--- src/rtl/catmull_rom_spline_eval_top_defines.svh ---
// Assertion macros for the spline evaluator RTL.
`ifndef CATMULL_ROM_SPLINE_EVAL_TOP_DEFINES_SVH
`define CATMULL_ROM_SPLINE_EVAL_TOP_DEFINES_SVH
`ifndef SYNTHESIS
// Checked only out of reset.
`define CRSE_ASSERT(lbl, prop, msg) \
  lbl: assert property (@(posedge clk) disable iff (!rst_n) prop) else $error(msg);
// Checked at every edge, reset included.
`define CRSE_ASSERT_RST(lbl, prop, msg) \
  lbl: assert property (@(posedge clk) prop) else $error(msg);
`else
`define CRSE_ASSERT(lbl, prop, msg)
`define CRSE_ASSERT_RST(lbl, prop, msg)
`endif
`endif

--- src/rtl/crse_pkg.sv ---
`timescale 1ns / 1ps
package crse_pkg;

  localparam int unsigned CoordW   = 32;
  localparam int unsigned TimeW    = 17;
  localparam int unsigned FracW    = 16;
  localparam int unsigned HornW    = 40;
  localparam int unsigned ProdW    = HornW + FracW + 1;
  localparam int unsigned NumPtsW  = 7;
  localparam int unsigned IdxW     = 6;
  localparam int unsigned CfgAddrW = 3;
  localparam int unsigned CfgDataW = 32;

  // Word select bit of paddr for the num_points register.
  localparam logic REG_NUM_POINTS = 1'b0;

  typedef enum logic {
    KIND_LOAD = 1'b0,
    KIND_EVAL = 1'b1
  } kind_t;

  typedef enum logic [1:0] {
    ADD_C2,
    ADD_C1,
    ADD_C0
  } add_sel_t;

  typedef struct packed {
    logic       take;
    logic       seg_calc;
    logic       rd_en;
    logic [1:0] rd_idx;
    logic       shift_p;
    logic       coef_ld;
    logic       mul;
    logic       add;
    add_sel_t   add_sel;
    logic       out_ld;
  } dp_cmd_t;

  typedef struct packed {
    logic quick;
  } dp_stat_t;

endpackage

--- src/rtl/crse_ctrl.sv ---
`timescale 1ns / 1ps
`include "catmull_rom_spline_eval_top_defines.svh"
module crse_ctrl (
  input  logic               clk,
  input  logic               rst_n,
  input  logic               in_valid,
  input  logic               in_kind,
  output logic               in_stall,
  input  logic               out_stall,
  output logic               out_valid,
  input  crse_pkg::dp_stat_t stat_i,
  output crse_pkg::dp_cmd_t  cmd_o
);
  import crse_pkg::*;

  typedef enum logic [3:0] {
    ST_IDLE,
    ST_SEG,
    ST_RD0,
    ST_RD1,
    ST_RD2,
    ST_RD3,
    ST_COEF,
    ST_MUL,
    ST_ADD,
    ST_FIN
  } state_t;

  state_t     state_r, state_nxt;
  logic [1:0] cnt_r, cnt_nxt;
  logic       out_valid_r, out_valid_nxt;

  always_comb begin
    cmd_o          = '0;
    cmd_o.add_sel  = ADD_C0;
    cmd_o.take     = in_valid && (state_r == ST_IDLE);
    cmd_o.seg_calc = (state_r == ST_SEG);
    cmd_o.coef_ld  = (state_r == ST_COEF);
    cmd_o.mul      = (state_r == ST_MUL);
    cmd_o.add      = (state_r == ST_ADD);
    cmd_o.out_ld   = (state_r == ST_FIN) && (!out_valid_r || !out_stall);
    case (state_r)
      ST_RD0: begin
        cmd_o.rd_en  = 1'b1;
        cmd_o.rd_idx = 2'd0;
      end
      ST_RD1: begin
        cmd_o.rd_en   = 1'b1;
        cmd_o.rd_idx  = 2'd1;
        cmd_o.shift_p = 1'b1;
      end
      ST_RD2: begin
        cmd_o.rd_en   = 1'b1;
        cmd_o.rd_idx  = 2'd2;
        cmd_o.shift_p = 1'b1;
      end
      ST_RD3: begin
        cmd_o.rd_en   = 1'b1;
        cmd_o.rd_idx  = 2'd3;
        cmd_o.shift_p = 1'b1;
      end
      default: begin
      end
    endcase
    case (cnt_r)
      2'd0:    cmd_o.add_sel = ADD_C2;
      2'd1:    cmd_o.add_sel = ADD_C1;
      default: cmd_o.add_sel = ADD_C0;
    endcase
  end

  always_comb begin
    state_nxt = state_r;
    cnt_nxt   = cnt_r;
    case (state_r)
      ST_IDLE: begin
        cnt_nxt = 2'd0;
        if (in_valid && (in_kind == KIND_EVAL)) begin
          state_nxt = ST_SEG;
        end
      end
      ST_SEG:  state_nxt = stat_i.quick ? ST_FIN : ST_RD0;
      ST_RD0:  state_nxt = ST_RD1;
      ST_RD1:  state_nxt = ST_RD2;
      ST_RD2:  state_nxt = ST_RD3;
      ST_RD3:  state_nxt = ST_COEF;
      ST_COEF: state_nxt = ST_MUL;
      ST_MUL:  state_nxt = ST_ADD;
      ST_ADD: begin
        cnt_nxt   = cnt_r + 2'd1;
        state_nxt = (cnt_r == 2'd2) ? ST_FIN : ST_MUL;
      end
      ST_FIN: begin
        if (cmd_o.out_ld) begin
          state_nxt = ST_IDLE;
        end
      end
      default: state_nxt = ST_IDLE;
    endcase
  end

  // Hold the result word until the receiver takes it.
  always_comb begin
    out_valid_nxt = out_valid_r;
    if (cmd_o.out_ld) begin
      out_valid_nxt = 1'b1;
    end else if (!out_stall) begin
      out_valid_nxt = 1'b0;
    end
  end

  always_ff @(posedge clk) begin
    if (!rst_n) begin
      state_r     <= ST_IDLE;
      cnt_r       <= 2'd0;
      out_valid_r <= 1'b0;
    end else begin
      state_r     <= state_nxt;
      cnt_r       <= cnt_nxt;
      out_valid_r <= out_valid_nxt;
    end
  end

  assign in_stall  = (state_r != ST_IDLE);
  assign out_valid = out_valid_r;

  `CRSE_ASSERT(a_fin_gives_word, (state_r == ST_FIN) && (!out_valid_r || !out_stall) |=> out_valid_r, "finished result not presented")
  `CRSE_ASSERT(a_eval_starts, in_valid && (state_r == ST_IDLE) && (in_kind == KIND_EVAL) |=> state_r == ST_SEG, "evaluate word did not start")
  `CRSE_ASSERT(a_coef_after_reads, (state_r == ST_COEF) |-> $past(state_r) == ST_RD3, "coefficients formed before all points read")
  `CRSE_ASSERT_RST(a_reset_clears, !rst_n |=> (state_r == ST_IDLE) && !out_valid_r, "reset did not clear control")

endmodule

--- config.mk ---
export PLATFORM = sky130hd
export DESIGN_NAME = crse_ctrl
export DESIGN_NICKNAME = d
export VERILOG_FILES = /design/src/rtl/crse_pkg.sv /design/src/rtl/crse_ctrl.sv
export VERILOG_INCLUDE_DIRS = /design/src /design/src/rtl
export SDC_FILE = /design/constraint.sdc
export NUM_CORES = 1
export LEC_CHECK = 0
export BUFFER_PORTS_ARGS = -buffer_cell sky130_fd_sc_hd__buf_2
export CORE_MARGIN = 2
export CORE_UTILIZATION = 31
export DETAILED_ROUTE_END_ITERATION = 10
export GPL_TIMING_DRIVEN = 0
export PLACE_DENSITY = 0.57
export SYNTH_ARGS = -nofsm -noshare
export SYNTH_HDL_FRONTEND = slang
export SYNTH_SLANG_ARGS = --single-unit
--- constraint.sdc ---
create_clock -name clk -period 1.85 [get_ports clk]
set_clock_uncertainty 0.1 [all_clocks]
set_input_delay 0.555 -clock clk [delete_from_list [all_inputs] [get_ports clk]]
set_output_delay 0.555 -clock clk [all_outputs]
set_load 0.05 [all_outputs]
## After elaboration in Yosys (flattened, before gate mapping)

Index checks and enable logic that the tools add are counted.

- Memories kept: 0
- Bits of input ports: 6
- Logic and storage cells: 41
- Bits in latches: 0
- Output and inout bits: 14
- Flip-flop bits (word level): 7
- ROM bits: 0
- RAM bits: 0

- Reduce and logical (&&, ||, !) cells: 12
- $add $sub $neg: 1
- Eq/ne operators: 14
- Shifts and indexed selects: 0
- Mux-type cells: 11
- Multipliers: 0
- Bitwise logic cells: 0
- Magnitude comparators: 0
- Divide/modulo/power cells: 0

Operators with widths:

| cell | count |
|---|---|
| 4-bit case mux with 10 select lines | 1 |
| 4-bit by 3-bit equality test with 1-bit output, second input constant | 4 |
| 4-bit 2-to-1 mux | 4 |
| 3-bit case mux with 4 select lines | 1 |
| 4-bit by 2-bit equality test with 1-bit output, second input constant | 2 |
| 4-bit equality test, second input constant | 2 |
| 2-bit case mux with 2 select lines | 2 |
| 4-bit by 1-bit equality test with 1-bit output, second input constant | 1 |
| 4-bit zero test | 1 |
| 2-bit by 1-bit != test with 1-bit output, second input constant | 2 |
| 4-bit nonzero test | 1 |
| 1-bit logical AND | 3 |
| 1-bit 2-to-1 mux | 3 |
| 3-bit OR reduction | 1 |
| 2-bit by 1-bit adder with 2-bit output, second input constant | 1 |
| 2-bit by 1-bit equality test with 1-bit output, second input constant | 1 |
| 2-bit equality test, second input constant | 1 |
| 1-bit zero test | 2 |
| 2-bit zero test | 1 |
| 2-bit != test, second input constant | 1 |
| 2-bit AND reduction | 1 |
| 2-bit nonzero test | 1 |
| 1-bit logical OR | 1 |

## Depth between registers and ports, before layout

Gate-level depths: netlist of the first run.

- Depth after elaboration: 5
- Depth in mapped cells: 5
- Gate-level depth less buffers: 5

## Least setup slack after synthesis of the first run

OpenSTA, ideal clock, no wires.

- Path type: register to output
- Start point: register state_r[3]
- End point: output port cmd_o[5] (netlist name)
- Arrival: 1.718 ns
- Buffers on the path: 2
- Slack: -0.523 ns
- Data required time: 1.195 ns
- Stages on the path, launching flop included: 4
- Cell sequence: dfxtp_1 -> buf_4 -> clkbuf_1 -> nor3_1

RTL lines:

| element | line | text |
|---|---|---|
| from (decl) | crse_ctrl.sv:29 | `state_t state_r, state_nxt;` |
| from (signal assigned) | crse_ctrl.sv:118 | `state_r <= state_nxt;` |
| to (decl) | crse_ctrl.sv:12 | `output crse_pkg::dp_cmd_t cmd_o` |

==> results.ini, run 1 <==
[outcome]
status=finished, violations left
violations=negative setup slack

[placed_design]
port_buffers=18
dp.final_hpwl_um=930
gp_congestion=0.759
placed_cell_area_um2=669

[grt]
grt_max_degree=11
grt_first_pass_wirelength_um=2210
grtUsageTotal=0.151
grt.overflow.total=0
antenna_found_initial=0
grt_pass1_vias=528

[cells_and_area]
seq_area_um2=153
final_layout_size_suffix_gt1_frac=0.573
final_util=0.582
n_antenna_cell=0
areaGrowthSynthToFinish_pct=80.7
nets=114
fill_cells=163
multiInputGateArea_um2=438
stdcell_area_um2=972

[setup_path]
worstSetupEndpointType=primary output
cp_max_fo=6
worst_setup_path_start_kind=flip-flop
critPathArrivalTime_ns=1.25
worstPathRequired_ns=1.19
worst-setup-path-type=reg2out

[cts]
cts_made_buffers=3
hold_buffers=0
clkSinkCount=7
cts_root_buf=clkbuf_4
clockBufferDepth=2
cts_tree=yes
htreeDepth=1
clk_latency_ns=0.26
cts.clk_slew.worst_paths_ns=0.06

[logic_synthesis]
yosys-top-cells-area=dfxtp_1 (26%), ha_1 (9.3%), nor2_1 (6.3%)
synth.avg_cell_area_um2=7.58
synth_top_area_frac=0.260
netlist_instances=71
yosysWarnings=0
ys_seq_area_frac=0.260
ys.flop_type=dfxtp_1
synth_area_um2=538
synth-edff-count=0
ys_ff_latch=7
synth_top_area_cell=dfxtp_1
synthesis.nets=81
async_flop_share=0
ys_types=30

[sta]
rsz0062_at_grt=true
finalHoldViolCount=0
whs_ns=0.383
tightest_slew_ns=0.375
slew_viol_final=0
setup_total_negative_slack_ns=-0.199
timing.slew.headroom=0.750
clock.fmax_mhz=525
setup_violations=6
post-route-period-util=1.03
fin_crit_ns=1.91
fin_ws_ns=-0.0563

[route]
drc=0
routedWlPerCell_um=12.8
postRouteAntennaNets=0
avgViaCountPerCell=5.08
wirelength_um=1540
dr.pass1.iters=4
via_count=610
drt_iter0_drc=8

[power_and_ir_drop]
p_sw_mw=0.862
p_int_mw=0.873
power_mw=1.74
pwr-share-comb=0.767
ir_drop_mv=1.39
p_leak_nw=0.410
p_per_area_mw_per_mm2=1790
power_frac_seq=0.148
p_clk_frac=0.085
swShare=0.497

[floorplan]
die_h_um=45.7
initial_core_util=0.322
die_w_um=45.7
coreArea_mm2=0.00167
io_pins=20
rows=15
dieArea_mm2=0.00208

[worst_hold_path]
hold_path.class=reg2reg

[flow_run]
drv_cap=0

-- area by class of cell --
type / count / area share
Tap cell: 17 / 0.0219
Multi-Input combinational cell: 55 / 0.450
Sequential cell: 7 / 0.157
Clock buffer: 4 / 0.0270
Timing Repair Buffer: 29 / 0.264
Inverter: 2 / 0.00772
Buffer: 6 / 0.0721
-- worst paths after layout --
check	slack (ns)	from	end	cells after the start
setup reg to reg	0.29	cnt_r[0]	state_r[2]	5
hold / removal	0.38	cnt_r[0]	cnt_r[0]	2
hold reg to reg	0.38	cnt_r[0]	cnt_r[0]	2
setup / recovery	-0.06	state_r[0]	cmd_o[6]	4
-- routing by layer --
layer | vias to the layer above | share of wire | GRT usage
met3 | 2 | 0.052 | 0.0437
met1 | 281 | 0.43 | 0.184
li1 | 309 | - | -
met2 | 18 | 0.51 | 0.242
met4 | 0 | 0.0065 | 0.0706
met5 | - | 0 | 0
-- cells by family after synthesis --
family,share of synthesized area
AND/OR/NAND/NOR,0.374
flip-flops,0.260
XOR/XNOR,0.0163
buffers and inverters,0.0837
adder cells (fa/ha/maj),0.0930
AO/OA/AOI/OAI,0.172
-- registers in the layout, summed over array words and instances, names as in the netlist --
signal and count:
cnt_r 2, out_valid 1, state_r 4
-- placed cells by master, fill, tap and decap left out, drive strengths merged, types with 2 or more instances in the layout --
| cell | count |
|---|---|
| o21ai | 3 |
| nor2 | 9 |
| a21boi | 2 |
| a21oi | 6 |
| nand2b | 5 |
| nand3b | 3 |
| dfxtp | 7 |
| nor3 | 2 |
| buf | 33 |
| nand2 | 4 |
| nand3 | 2 |
| inv | 2 |
| nor2b | 2 |
| ha | 4 |
| and3 | 2 |
| clkbuf | 6 |
-- through the flow --
step | instances | setup WS, ns
floorplan | 71 | -0.123
global placement | 106 | -0.161
detailed placement | 106 | -0.163
CTS | 116 | -0.0539
global route | 120 | -0.107
finish | 120 | -0.0563
-- critical path, cell delays in order (launching register included) --
cell      delay, ns
dfxtp_4        0.40
buf_6          0.15
nand3b_1       0.10
a21oi_2        0.17
buf_6          0.18
-- power by group through the flow --
stage / logic (mW) / clock network [mW] / registers [mW]
floorplan: 0.721 / 0 / 0.211
global placement: 0.873 / 0 / 0.217
detailed placement: 0.876 / 0 / 0.216
CTS: 1.22 / 0.149 / 0.254
global route: 1.41 / 0.162 / 0.262
finish: 1.33 / 0.147 / 0.257
-- Yosys cell counts (all sizes together) (3+ instances only) --
library cell  instances
ha                    4
nor2                  9
a21oi                 6
o21ai                 3
nand2                 4
buf                   5
dfxtp                 7
nand2b                5
nand3b                3
-- repair_timing --
item                                    CTS  global route
buffers inserted                          6             3
gates cloned                              1             1
pin swaps                                 7             2
endpoints found under the setup margin   12            12
resized for setup                        48             8
(Power assumes the default switching activity.)
==> inputs of run 2 (changes only) <==
==> constraint.sdc (replaced) <==
create_clock -name clk -period 2.3 [get_ports clk]
set_clock_uncertainty 0.1 [all_clocks]
set_input_delay 0.69 -clock clk [delete_from_list [all_inputs] [get_ports clk]]
set_output_delay 0.69 -clock clk [all_outputs]
set_load 0.05 [all_outputs]
==> results.ini, run 2 (synthesis results as in run 1) <==
[floorplan]
initial_core_util=0.322
dieArea_mm2=0.00208
die_w_um=45.7
die_h_um=45.7
io_pins=20
rows=15
coreArea_mm2=0.00167

[cells_and_area]
n_antenna_cell=0
areaGrowthSynthToFinish_pct=30.7
final_layout_size_suffix_gt1_frac=0.315
final_common_cell=buf_2
layoutNonFillerInstCount=109
nets=103
final_cell_mix=buf_2 (15), nor2_1 (9), clkbuf_4 (8), a21oi_1 (6), dfxtp_1 (6)
regMostFlops=state_r
largest_reg_flops=4

[cts]
cts_made_buffers=3
cts_tree=yes
clk_latency_ns=0.25
clkSinkCount=7
cts.clk_slew.worst_paths_ns=0.05
cts_root_buf=clkbuf_4
postCtsSetupBuffers=0
htreeDepth=1
hold_buffers=0
clockBufferDepth=2

[placed_design]
port_buffers=18
dp.final_hpwl_um=952
gp_congestion=0.790
placed_cells=106

[outcome]
status=completed

[sta]
tightest_slew_ns=0.353
fin_crit_ns=2.20
timing.slew.headroom=0.765
post-route-period-util=0.956
clock.fmax_mhz=455
setup_violations=0
setup_total_negative_slack_ns=0
whs_ns=0.401
finalHoldViolCount=0
slew_viol_final=0
rsz0062_at_grt=true

[grt]
grt.overflow.total=0
antenna_found_initial=0
grt_pass1_vias=496
grtUsageTotal=0.137
grt_first_pass_wirelength_um=2060
grt_max_degree=20

[route]
drt_iter0_drc=12
drc=0
dr.pass1.iters=4
wirelength_um=1210
avgViaCountPerCell=4.93
via_count=537
postRouteAntennaNets=0
routedWlPerCell_um=11.1

[power_and_ir_drop]
p_per_area_mw_per_mm2=1430
ir_drop_mv=0.878
p_leak_nw=0.321

[flow_run]
drv_cap=0

[setup_path]
worstPathRequired_ns=1.51
worst_setup_path_start_kind=flip-flop
critPathArrivalTime_ns=1.41
worstSetupEndpointType=primary output
cp_max_fo=10
worst-setup-path-type=reg2out

[worst_hold_path]
hold_path.class=reg2reg

## run 2: changes by cell type in the layout (fill, tap and decap cells not counted), moves of 4 or more
cell / before / now
buf_4: 12 / 2
buf_6: 10 / 1
buf_2: 7 / 15
nor2_1: 3 / 9
clkbuf_4: 3 / 8
dfxtp_1: 1 / 6
buf_8: 4 / 0
nor2_2: 4 / 0
## run 2: per-stage QoR
stage / utilization / setup slack [ns] / cell area (um^2) / total power, mW
6_report: 0.421 / 0.102 / 703 / 1.01
5_1_grt: 0.421 / -0.00357 / 703 / 1.08
4_1_cts: 0.407 / 0.0139 / 679 / 0.990
3_5_place_dp: 0.392 / 0.153 / 654 / 0.869
3_3_place_gp: 0.392 / 0.176 / 654 / 0.857
2_1_floorplan: - / 0.0142 / 543 / 0.730
## run 2: worst max-delay path: stages, from the launching register on
cell      delay [ns]
dfxtp_1         0.32
clkbuf_4        0.19
or2_1           0.30
nor2_1          0.12
clkbuf_4        0.23
## run 2: power by group
group | switching [mW] | total (mW) | internal, mW
logic | 0.501 | 0.716 | 0.215
clock network | 0.0446 | 0.111 | 0.0662
registers | 0.0270 | 0.178 | 0.151
total | 0.573 | 1.01 | 0.432
## run 2: cell type report
cell class	instances	area [um^2]
buffer	6	42.5
clock buffer	4	26.3
fill	184	967
inverter	2	7.51
multi-input combinational	55	364
sequential	7	141
tap	17	21.3
timing repair buffer	18	100
## run 2: timing repair
item / 4_1_cts / 5_1_grt
endpoints found under the hold margin: 0 / 0
gates resized for setup: 1 / 8
pin swaps: 0 / 0
endpoints found under the setup margin: 4 / 4
## run 2: routing by layer
| metal | vias to the layer above | global-route usage | part of all wire |
|---|---|---|---|
| li1 | 283 | - | - |
| met1 | 240 | 0.162 | 0.47 |
| met2 | 14 | 0.234 | 0.49 |
| met3 | 0 | 0.0595 | 0.035 |
| met4 | 0 | 0.0176 | 0 |
| met5 | - | 0 | 0 |
## run 2: worst paths after layout
path | from | to | slack [ns] | depth (start not counted)
worst max-delay path | state_r[1] | cmd_o[10] | 0.10 | 4
worst min-delay path | cnt_r[0] | cnt_r[0] | 0.40 | 2
worst max register to register | cnt_r[0] | state_r[2] | 0.69 | 5
worst min register to register | cnt_r[0] | cnt_r[0] | 0.40 | 2
